### src/hw/rtl/jsu_pkg.sv
// Shared types and constants of the string unescaper.
`default_nettype none

package jsu_pkg;

    typedef logic [7:0] char_t;

    localparam int MAX_RESULTS = 4;
    localparam int IDX_W       = $clog2(MAX_RESULTS);
    localparam int CNT_W       = $clog2(MAX_RESULTS + 1);

    localparam int QUEUE_DEPTH = 4;
    localparam int QUEUE_AW    = $clog2(QUEUE_DEPTH);

    localparam char_t CHAR_BSLASH = 8'h5C;
    localparam char_t CHAR_U      = 8'h75;
    localparam char_t CHAR_N      = 8'h6E;
    localparam char_t CHAR_R      = 8'h72;
    localparam char_t CHAR_T      = 8'h74;
    localparam char_t CHAR_LF     = 8'h0A;
    localparam char_t CHAR_CR     = 8'h0D;
    localparam char_t CHAR_TAB    = 8'h09;

    localparam logic [15:0] CP_TWO_BYTE   = 16'h0080;
    localparam logic [15:0] CP_THREE_BYTE = 16'h0800;
    localparam char_t       LEAD_TWO      = 8'hC0;
    localparam char_t       LEAD_THREE    = 8'hE0;
    localparam char_t       CONT_MARK     = 8'h80;

    typedef enum logic [1:0] {
        MODE_NORMAL = 2'd0,
        MODE_ESCAPE = 2'd1,
        MODE_HEX    = 2'd2
    } mode_t;

    // One request's worth of result bytes, as queued between front and back.
    typedef struct packed {
        logic [MAX_RESULTS-1:0][7:0] data;
        logic [CNT_W-1:0]            count;
        logic                        last;
    } jsu_entry_t;

endpackage

`default_nettype wire

### src/hw/rtl/json_string_unescape_utf8.sv
// Top level of the streaming string unescaper with UTF-8 output.
//
// Source bytes of an escaped string arrive on the s_ channel, one byte per
// request, with s_tlast on the final byte of each string. Escapes \" \\ \n
// \r \t and \uXXXX are decoded; \u values come out as one to three UTF-8
// bytes. Results leave on the m_ channel one byte per request; bit 8 of
// m_tdata marks the last byte caused by a source byte and m_tlast the final
// byte of the whole string.
// A source byte is accepted in the cycle it is offered while the four-entry
// queue between decoder and output stage has room, so bytes that produce at
// most one result stream at one per cycle. A source byte producing several
// results occupies the output stage until each has been sent in turn; bytes
// producing none are discarded there. The first result of a byte passes
// through the queue and the output register before it is offered on m_.
// Reset clears the decode state, the queue and the output valid flag;
// s_tready is high once reset is released. When the receiver stalls, the
// output holds its byte, the queue fills, and s_tready drops once it is full.
`default_nettype none

module json_string_unescape_utf8
    import jsu_pkg::*;
(
    input  wire logic        aclk,
    input  wire logic        aresetn,
    input  wire logic        s_tvalid,
    output logic             s_tready,
    input  wire logic [7:0]  s_tdata,   // [7:0] in_byte
    input  wire logic        s_tlast,
    output logic             m_tvalid,
    input  wire logic        m_tready,
    output logic [15:0]      m_tdata,   // [7:0] out_byte, [8] run_last, [15:9] zero
    output logic             m_tlast
);

    jsu_entry_t push_entry;
    jsu_entry_t head;
    logic       push;
    logic       pop;
    logic       empty;
    logic       full;

    jsu_front u_front (
        .aclk       (aclk),
        .aresetn    (aresetn),
        .s_tvalid   (s_tvalid),
        .s_tready   (s_tready),
        .s_tdata    (s_tdata),
        .s_tlast    (s_tlast),
        .queue_full (full),
        .push       (push),
        .push_entry (push_entry)
    );

    jsu_queue u_queue (
        .aclk       (aclk),
        .aresetn    (aresetn),
        .push       (push),
        .push_entry (push_entry),
        .pop        (pop),
        .head       (head),
        .empty      (empty),
        .full       (full)
    );

    jsu_back u_back (
        .aclk     (aclk),
        .aresetn  (aresetn),
        .head     (head),
        .empty    (empty),
        .pop      (pop),
        .m_tvalid (m_tvalid),
        .m_tready (m_tready),
        .m_tdata  (m_tdata),
        .m_tlast  (m_tlast)
    );

endmodule

`default_nettype wire

### src/hw/rtl/jsu_queue.sv
// Short FIFO of decoded entries between the front and back parts.
`default_nettype none

module jsu_queue
    import jsu_pkg::*;
(
    input  wire logic       aclk,
    input  wire logic       aresetn,
    input  wire logic       push,
    input  wire jsu_entry_t push_entry,
    input  wire logic       pop,
    output jsu_entry_t      head,
    output logic            empty,
    output logic            full
);

    jsu_entry_t             entries_reg [QUEUE_DEPTH];
    logic [QUEUE_AW-1:0]    wr_ptr_reg, wr_ptr_next;
    logic [QUEUE_AW-1:0]    rd_ptr_reg, rd_ptr_next;
    logic [QUEUE_AW:0]      fill_reg, fill_next;

    always_comb begin
        wr_ptr_next = push ? wr_ptr_reg + 1'b1 : wr_ptr_reg;
        rd_ptr_next = pop ? rd_ptr_reg + 1'b1 : rd_ptr_reg;
        fill_next   = fill_reg;
        if (push && !pop) begin
            fill_next = fill_reg + 1'b1;
        end else if (pop && !push) begin
            fill_next = fill_reg - 1'b1;
        end
    end

    always_ff @(posedge aclk) begin
        if (!aresetn) begin
            wr_ptr_reg <= '0;
            rd_ptr_reg <= '0;
            fill_reg   <= '0;
        end else begin
            wr_ptr_reg <= wr_ptr_next;
            rd_ptr_reg <= rd_ptr_next;
            fill_reg   <= fill_next;
        end
    end

    always_ff @(posedge aclk) begin
        if (push) begin
            entries_reg[wr_ptr_reg] <= push_entry;
        end
    end

    assign head  = entries_reg[rd_ptr_reg];
    assign empty = (fill_reg == '0);
    assign full  = (fill_reg == (QUEUE_AW + 1)'(QUEUE_DEPTH));

endmodule

`default_nettype wire

### src/hw/rtl/jsu_front.sv
// Front part: accepts source bytes, tracks escape state and decodes each request's result bytes.
`default_nettype none

module jsu_front
    import jsu_pkg::*;
(
    input  wire logic       aclk,
    input  wire logic       aresetn,
    input  wire logic       s_tvalid,
    output logic            s_tready,
    input  wire logic [7:0] s_tdata,   // [7:0] in_byte
    input  wire logic       s_tlast,
    input  wire logic       queue_full,
    output logic            push,
    output jsu_entry_t      push_entry
);

    mode_t          mode_reg, mode_next;
    logic [1:0]     count_reg, count_next;
    logic [15:0]    code_reg, code_next;
    logic           stopped_reg, stopped_next;
    char_t          held_reg [3];
    logic           held_we;

    char_t          c;
    logic           fin;
    logic           hex_ok;
    logic [3:0]     hex_val;
    logic [15:0]    code_take;
    logic           stop_take;

    function automatic jsu_entry_t push_char(input jsu_entry_t r, input char_t b);
        jsu_entry_t o;
        o = r;
        if (o.count < CNT_W'(MAX_RESULTS)) begin
            o.data[o.count[IDX_W-1:0]] = b;
            o.count = o.count + 1'b1;
        end
        return o;
    endfunction

    function automatic char_t escape_map(input char_t ch);
        char_t o;
        case (ch)
            CHAR_N:  o = CHAR_LF;
            CHAR_R:  o = CHAR_CR;
            CHAR_T:  o = CHAR_TAB;
            default: o = ch;
        endcase
        return o;
    endfunction

    function automatic jsu_entry_t utf8_encode(input logic [15:0] cp);
        jsu_entry_t r;
        r = '0;
        if (cp < CP_TWO_BYTE) begin
            r = push_char(r, cp[7:0]);
        end else if (cp < CP_THREE_BYTE) begin
            r = push_char(r, LEAD_TWO | {3'b000, cp[10:6]});
            r = push_char(r, CONT_MARK | {2'b00, cp[5:0]});
        end else begin
            r = push_char(r, LEAD_THREE | {4'b0000, cp[15:12]});
            r = push_char(r, CONT_MARK | {2'b00, cp[11:6]});
            r = push_char(r, CONT_MARK | {2'b00, cp[5:0]});
        end
        return r;
    endfunction

    // The string ended inside a \u: emit 'u', then run the held characters and
    // the final byte through the ordinary rules. A nested \u can only be met
    // with the final byte next, which then comes out as 'u' and itself.
    function automatic jsu_entry_t replay_held(input char_t h0, input char_t h1,
                                               input logic [1:0] n, input char_t ch_last);
        jsu_entry_t r;
        mode_t      m;
        char_t      ch;
        logic       f;
        r = '0;
        r = push_char(r, CHAR_U);
        m = MODE_NORMAL;
        for (int k = 0; k < 3; k++) begin
            if (2'(k) <= n) begin
                f  = (2'(k) == n);
                ch = f ? ch_last : ((k == 0) ? h0 : h1);
                case (m)
                    MODE_ESCAPE: begin
                        m = MODE_NORMAL;
                        if (ch == CHAR_U) begin
                            if (f) begin
                                r = push_char(r, CHAR_U);
                            end else begin
                                m = MODE_HEX;
                            end
                        end else begin
                            r = push_char(r, escape_map(ch));
                        end
                    end
                    MODE_HEX: begin
                        r = push_char(r, CHAR_U);
                        r = push_char(r, ch);
                    end
                    default: begin
                        if (ch == CHAR_BSLASH && !f) begin
                            m = MODE_ESCAPE;
                        end else begin
                            r = push_char(r, ch);
                        end
                    end
                endcase
            end
        end
        return r;
    endfunction

    assign c        = s_tdata;
    assign fin      = s_tlast;
    assign s_tready = !queue_full;
    assign push     = s_tvalid && s_tready;

    always_comb begin
        hex_ok  = 1'b1;
        hex_val = 4'd0;
        if (c >= 8'h30 && c <= 8'h39) begin
            hex_val = 4'(c - 8'h30);
        end else if (c >= 8'h61 && c <= 8'h66) begin
            hex_val = 4'(c - 8'h57);
        end else if (c >= 8'h41 && c <= 8'h46) begin
            hex_val = 4'(c - 8'h37);
        end else begin
            hex_ok = 1'b0;
        end
        code_take = code_reg;
        stop_take = stopped_reg;
        if (!stopped_reg) begin
            if (hex_ok) begin
                code_take = {code_reg[11:0], hex_val};
            end else begin
                stop_take = 1'b1;
            end
        end
    end

    // Next state of the decode mode.
    always_comb begin
        mode_next = mode_reg;
        if (push) begin
            unique case (mode_reg)
                MODE_NORMAL: begin
                    mode_next = (c == CHAR_BSLASH && !fin) ? MODE_ESCAPE : MODE_NORMAL;
                end
                MODE_ESCAPE: begin
                    mode_next = (c == CHAR_U && !fin) ? MODE_HEX : MODE_NORMAL;
                end
                MODE_HEX: begin
                    mode_next = (count_reg == 2'd3 || fin) ? MODE_NORMAL : MODE_HEX;
                end
                default: mode_next = MODE_NORMAL;
            endcase
        end
    end

    // Result bytes and hex collection state.
    always_comb begin
        push_entry   = '0;
        count_next   = count_reg;
        code_next    = code_reg;
        stopped_next = stopped_reg;
        held_we      = 1'b0;
        unique case (mode_reg)
            MODE_ESCAPE: begin
                if (c == CHAR_U) begin
                    if (fin) begin
                        push_entry = push_char(push_entry, CHAR_U);
                    end else begin
                        count_next   = 2'd0;
                        code_next    = '0;
                        stopped_next = 1'b0;
                    end
                end else begin
                    push_entry = push_char(push_entry, escape_map(c));
                end
            end
            MODE_HEX: begin
                if (count_reg == 2'd3) begin
                    push_entry = utf8_encode(code_take);
                    count_next = 2'd0;
                end else if (fin) begin
                    push_entry = replay_held(held_reg[0], held_reg[1], count_reg, c);
                end else begin
                    held_we      = 1'b1;
                    code_next    = code_take;
                    stopped_next = stop_take;
                    count_next   = count_reg + 2'd1;
                end
            end
            default: begin
                if (!(c == CHAR_BSLASH && !fin)) begin
                    push_entry = push_char(push_entry, c);
                end
            end
        endcase
        if (fin) begin
            count_next   = 2'd0;
            code_next    = '0;
            stopped_next = 1'b0;
        end
        push_entry.last = fin;
    end

    always_ff @(posedge aclk) begin
        if (!aresetn) begin
            mode_reg    <= MODE_NORMAL;
            count_reg   <= 2'd0;
            code_reg    <= '0;
            stopped_reg <= 1'b0;
        end else begin
            mode_reg <= mode_next;
            if (push) begin
                count_reg   <= count_next;
                code_reg    <= code_next;
                stopped_reg <= stopped_next;
            end
        end
    end

    always_ff @(posedge aclk) begin
        if (push && held_we) begin
            held_reg[count_reg] <= c;
        end
    end

endmodule

`default_nettype wire

### src/hw/rtl/jsu_back.sv
// Back part: a registered output stage sends queued bytes, one per cycle unless stalled.
`default_nettype none

module jsu_back
    import jsu_pkg::*;
(
    input  wire logic        aclk,
    input  wire logic        aresetn,
    input  wire jsu_entry_t  head,
    input  wire logic        empty,
    output logic             pop,
    output logic             m_tvalid,
    input  wire logic        m_tready,
    output logic [15:0]      m_tdata,   // [7:0] out_byte, [8] run_last, [15:9] zero
    output logic             m_tlast
);

    logic [IDX_W-1:0]   idx_reg, idx_next;
    logic               valid_reg, valid_next;
    char_t              byte_reg;
    logic               run_reg;
    logic               end_reg;

    logic               load_ok;
    logic               emit;
    logic               drop;
    logic               final_byte;

    assign load_ok    = !valid_reg || m_tready;
    assign emit       = !empty && (head.count != '0) && load_ok;
    // Escape openers and the first three hex digits give empty entries, which are discarded.
    assign drop       = !empty && (head.count == '0);
    assign final_byte = (idx_reg == IDX_W'(head.count - 1'b1));
    assign pop        = drop || (emit && final_byte);

    always_comb begin
        idx_next = idx_reg;
        if (pop) begin
            idx_next = '0;
        end else if (emit) begin
            idx_next = idx_reg + 1'b1;
        end
        valid_next = valid_reg;
        if (emit) begin
            valid_next = 1'b1;
        end else if (m_tready) begin
            valid_next = 1'b0;
        end
    end

    always_ff @(posedge aclk) begin
        if (!aresetn) begin
            idx_reg   <= '0;
            valid_reg <= 1'b0;
        end else begin
            idx_reg   <= idx_next;
            valid_reg <= valid_next;
        end
    end

    always_ff @(posedge aclk) begin
        if (emit) begin
            byte_reg <= head.data[idx_reg];
            run_reg  <= final_byte;
            end_reg  <= final_byte && head.last;
        end
    end

    assign m_tvalid = valid_reg;
    assign m_tdata  = {7'b0000000, run_reg, byte_reg};
    assign m_tlast  = end_reg;

endmodule

`default_nettype wire

### config.mk
export PLATFORM = sky130hd
export DESIGN_NAME = json_string_unescape_utf8
export DESIGN_NICKNAME = d
export VERILOG_FILES = /design/src/hw/rtl/jsu_pkg.sv /design/src/hw/rtl/json_string_unescape_utf8.sv /design/src/hw/rtl/jsu_queue.sv /design/src/hw/rtl/jsu_front.sv /design/src/hw/rtl/jsu_back.sv
export SDC_FILE = /design/constraint.sdc
export NUM_CORES = 1
export LEC_CHECK = 0
export BUFFER_PORTS_ARGS = -buffer_cell sky130_fd_sc_hd__buf_2
export CAP_MARGIN = 20
export CORE_MARGIN = 1
export CORE_UTILIZATION = 60
export CTS_CLUSTER_SIZE = 30
export DETAILED_ROUTE_END_ITERATION = 12
export GPL_TIMING_DRIVEN = 0
export PLACE_DENSITY = 0.76
export SYNTH_ARGS = -nofsm -noshare
export SYNTH_HDL_FRONTEND = slang
export SYNTH_SLANG_ARGS = --single-unit
### constraint.sdc
create_clock -name aclk -period 6.37 [get_ports aclk]
set_clock_uncertainty 0.2 [all_clocks]
set_input_delay 0.637 -clock aclk [delete_from_list [all_inputs] [get_ports aclk]]
set_output_delay 0.637 -clock aclk [all_outputs]
set_load 0.01 [all_outputs]
==> results by group <==
Clocking
  • CTS root buf: clkbuf_16
  • CTS sink count: 203
  • H-tree levels: 1
  • Reg clk slew, reported paths: ~0.060 ns
  • CTS Buf Count: 22
  • CTS Buffer Depth: 3
  • Post_cts resized: 0
  • CTS tree: done
  • Hold Buf Count CTS: 0
  • Post-CTS Setup Bufs: 0
  • Later-pin clock latency in the skew report: 0.52 ns

Route
  • WL final: roughly 38000 um
  • Via count: 9865
  • Via density: 7.15
  • # DRC: 0
  • Drt first pass iters: 6
  • 1st-iter DRT viols: 1280
  • WL/cell: 27.8 um
  • Post-route ant nets: 0

Layout
  • Final Core Density: between 60 and 70%
  • Inserted Diodes: 0
  • FF+latch area: around 5800 sq um
  • Number of flip-flops in the largest register: 144
  • Share of cells above drive strength 1: 15.2%
  • Multi-input logic area: between 5000 and 6000 sq um
  • Post-layout nets: 1148
  • Layout filler cell count: 1389
  • Synth-to-layout area growth: 11.2%

Critical path
  • Crit path max fanout: 10
  • Crit-path leading delay family: compound AO/OA/AOI/OAI gates
  • Most frequent CP cell: ha_1
  • Slowest cell on crit path: a222oi_1
  • Arrival @ worst endpoint: 5.94 ns
  • CP peak stage delay: 0.86 ns
  • Crit path buffers/inverters: 4
  • CP startpoint kind: flip-flop
  • Crit. End Element: flip-flop
  • CP required: 6.36 ns
  • Setup CP Type: reg -> reg
  • Worst-path cell chain: inv_1 -> ha_1 -> buf_4 -> nand4b_4 -> a222oi_1 -> nand3_1 -> inv_2 -> ha_1 -> clkbuf_1 -> o31ai_2 -> a21o_1 -> o31ai_1 -> a21oi_1 -> nor3_1 -> nor2_1

Synth
  • Number of enable flip-flop cells after synthesis: 170
  • Synth unique cells: 93
  • Top cells by area, synth: edfxtp_1 (43%), mux4_2 (8.4%), dfxtp_1 (5.6%)
  • Leading area contributor after synthesis: edfxtp_1
  • Async S/R FF share, synth: 0%
  • Syn_area_per_cell: 11.3 sq um
  • Yosys top cell area share: 43.3%
  • Ys Warns: 0
  • Cells after synthesis: 1043
  • Most used DFF post-synth: edfxtp_1
  • Register bit total from synthesis: 203
  • Mapped Area: around 12000 sq um
  • Seq/Total Area, Yosys: 48.9%

GRT
  • Global-route wire length before repair: 57600 um
  • Grt total ovfl: 0
  • Initial antenna violation count: 0
  • GR Util All Layers: 38.9%
  • Vias in the first global route: 9335
  • Largest net degree at the start of global routing: 36

STA
  • Slew HR: 27.2%
  • Worst-Margin Slew: 1.07 ns
  • Final setup vio count: 0
  • Fmax: 168 MHz
  • Pins Over Slew Limit: 0
  • Final period util: 93.3%
  • Setup TNS: 0 ns
  • Minimum clock period: 5.95 ns
  • Final hold vios: 0
  • RSZ-0062 raised after global routing: false

Power and ir drop
  • Pleak: 0.00449 uW
  • Seq pwr share: 43.2%
  • Clock power share: 34.0%
  • Comb pwr share: a little under a quarter
  • Net switching power: ~1100 uW
  • Switching share of power: 28.0%
  • Max rail drop VDD: 0.000212 V
  • Pwr/cell area: 292 nW/um^2
  • Internal power: 2760 uW

Place
  • HPWL Detailed: 26600 um
  • Global placer's final weighted congestion: ~1.0
  • Buffers on Ports: 24

Flow run
  • MaxCap Viol Count: 0

Floorplanning
  • Row cnt: 50
  • Initial core utilization: between 60 and 70%
  • Total die area: 20200 sq um
  • Top-Level Pins: 32
  • Die Height: 142 um
  • Die span in x: about 140 um
  • Core area: between 15000 and 20000 sq um

Run status
  • Status: finished, final reports clean

Hold path
  • Hold crit path type: in -> reg
==> power groups by stage <==
stage | sequential (uW) | combinational [uW] | clock [uW]
detailed placement | 1680 | 844 | 0
floorplan | 1680 | 572 | 0
CTS | 1660 | 869 | 1300
finish | 1660 | 875 | 1300
global placement | 1670 | 788 | 0
global route | 1660 | 931 | 1350
==> worst paths after layout <==
path	startpoint	end	slack (ns)	depth (start not counted)
worst min-delay path	s_tdata[5]	u_front.held_reg[0][5]$_DFFE_PP_	0.13	1
worst min register to register	u_front.mode_reg[0]$_SDFFE_PN0P_	u_front.mode_reg[0]$_SDFFE_PN0P_	0.31	2
worst max register to register	u_front.count_reg[1]$_SDFFE_PN0P_	u_queue.entries_reg[3][19]$_DFFE_PP_	0.42	15
worst max-delay path	u_front.count_reg[1]$_SDFFE_PN0P_	u_queue.entries_reg[3][19]$_DFFE_PP_	0.42	15
==> synthesized netlist by cell type (all sizes together) (5+ instances only) <==
cell and count:
mux4 44, a22oi 21, and3 15, clkbuf 45, a221oi 7, xnor2 7
inv 36, o21ai 59, edfxtp 170, a21o 6, o311ai 5, o221ai 9
ha 30, a31o 6, a31oi 12, or2 7, nand4 5, nor4 8
or3 8, dfxtp 33, mux2 9, a21boi 8, nand3 21, nor3 23
a21oi 64, nor2 64, and2 10, o21a 7, nand2 68, mux2i 30
nor3b 7, o211ai 12, a211oi 17, nor2b 31, nand2b 12, o22ai 9
buf 31, o31ai 13
==> stage by stage <==
stage | worst slack [ns] | instances | instance area (sq um) | total power, uW | hold slack, ns
CTS | 0.691 | 1377 | 13100 | 3830 | 0.121
global route | 0.187 | 1380 | 13100 | 3940 | 0.123
finish | 0.424 | 1380 | 13100 | 3830 | 0.129
global placement | 0.631 | 1333 | 12300 | 2460 | 0.292
detailed placement | 0.641 | 1337 | 12400 | 2520 | 0.302
floorplan | 2.28 | 1049 | 11800 | 2250 | 0.275
==> worst reg2reg max path, cell delays in order (launching register included) <==
cell	delay, ns
dfxtp_1	0.37
inv_1	0.13
ha_1	0.31
buf_4	0.24
nand4b_4	0.14
a222oi_1	0.86
nand3_1	0.55
inv_2	0.28
ha_1	0.19
clkbuf_1	0.48
o31ai_2	0.36
a21o_1	0.34
o31ai_1	0.42
a21oi_1	0.13
nor3_1	0.43
nor2_1	0.20
==> cell type report <==
| class | count | area share (%) |
|---|---|---|
| multi-input combinational | 733 | 42.4 |
| sequential | 203 | 44.0 |
| buffer | 76 | 2.67 |
| timing repair buffer | 31 | 1.74 |
| tap | 260 | 2.48 |
| clock inverter | 17 | 1.42 |
| clock buffer | 23 | 4.23 |
| inverter | 37 | 1.06 |
==> metal layers <==
layer / vias up / global-route usage [%] / part of all wire [%]
li1: 4179 / - / -
met1: 4769 / 52.0 / 38
met2: 762 / 62.5 / 46
met3: 155 / 6.22 / 11
met4: 0 / 18.2 / 5.1
met5: - / 0 / 0
==> cell usage in the layout (no fill, tap or decap), types with 9 or more instances in the layout <==
master | netlist | layout
buf_2 | 16 | 40
nand2b_1 | 12 | 12
a31oi_1 | 12 | 12
mux2i_1 | 30 | 30
a211oi_1 | 17 | 17
and3_1 | 15 | 11
a21oi_1 | 63 | 63
o211ai_1 | 12 | 12
nor2b_1 | 31 | 31
and2_1 | 9 | 9
nand2_1 | 68 | 68
nor3_1 | 22 | 22
o21ai_0 | 46 | 46
o21ai_1 | 12 | 12
ha_1 | 30 | 30
dfxtp_1 | 33 | 33
mux4_2 | 44 | 44
edfxtp_1 | 170 | 170
o22ai_1 | 9 | 9
o31ai_1 | 10 | 10
a22oi_1 | 21 | 21
nand3_1 | 20 | 20
buf_4 | 12 | 14
o221ai_1 | 9 | 9
nor2_1 | 64 | 64
clkbuf_16 | 0 | 22
inv_1 | 35 | 35
clkbuf_1 | 45 | 46
==> cells by family (layout without fill, tap and decap cells) <==
| group | count (synthesis) | after routing | share of synthesized area, % |
|---|---|---|---|
| AND/OR/NAND/NOR | 304 | 304 | 13.8 |
| AO/OA/AOI/OAI | 297 | 297 | 17.2 |
| flip-flops | 203 | 203 | 48.9 |
| buffers and inverters | 113 | 184 | 4.15 |
| multiplexers | 83 | 83 | 11.8 |
| adder cells (fa/ha/maj) | 31 | 31 | 3.35 |
| XOR/XNOR | 11 | 11 | 0.817 |
| other | 1 | 7 | 0.0318 |
Note: power is estimated with default switching activity, not from simulation.
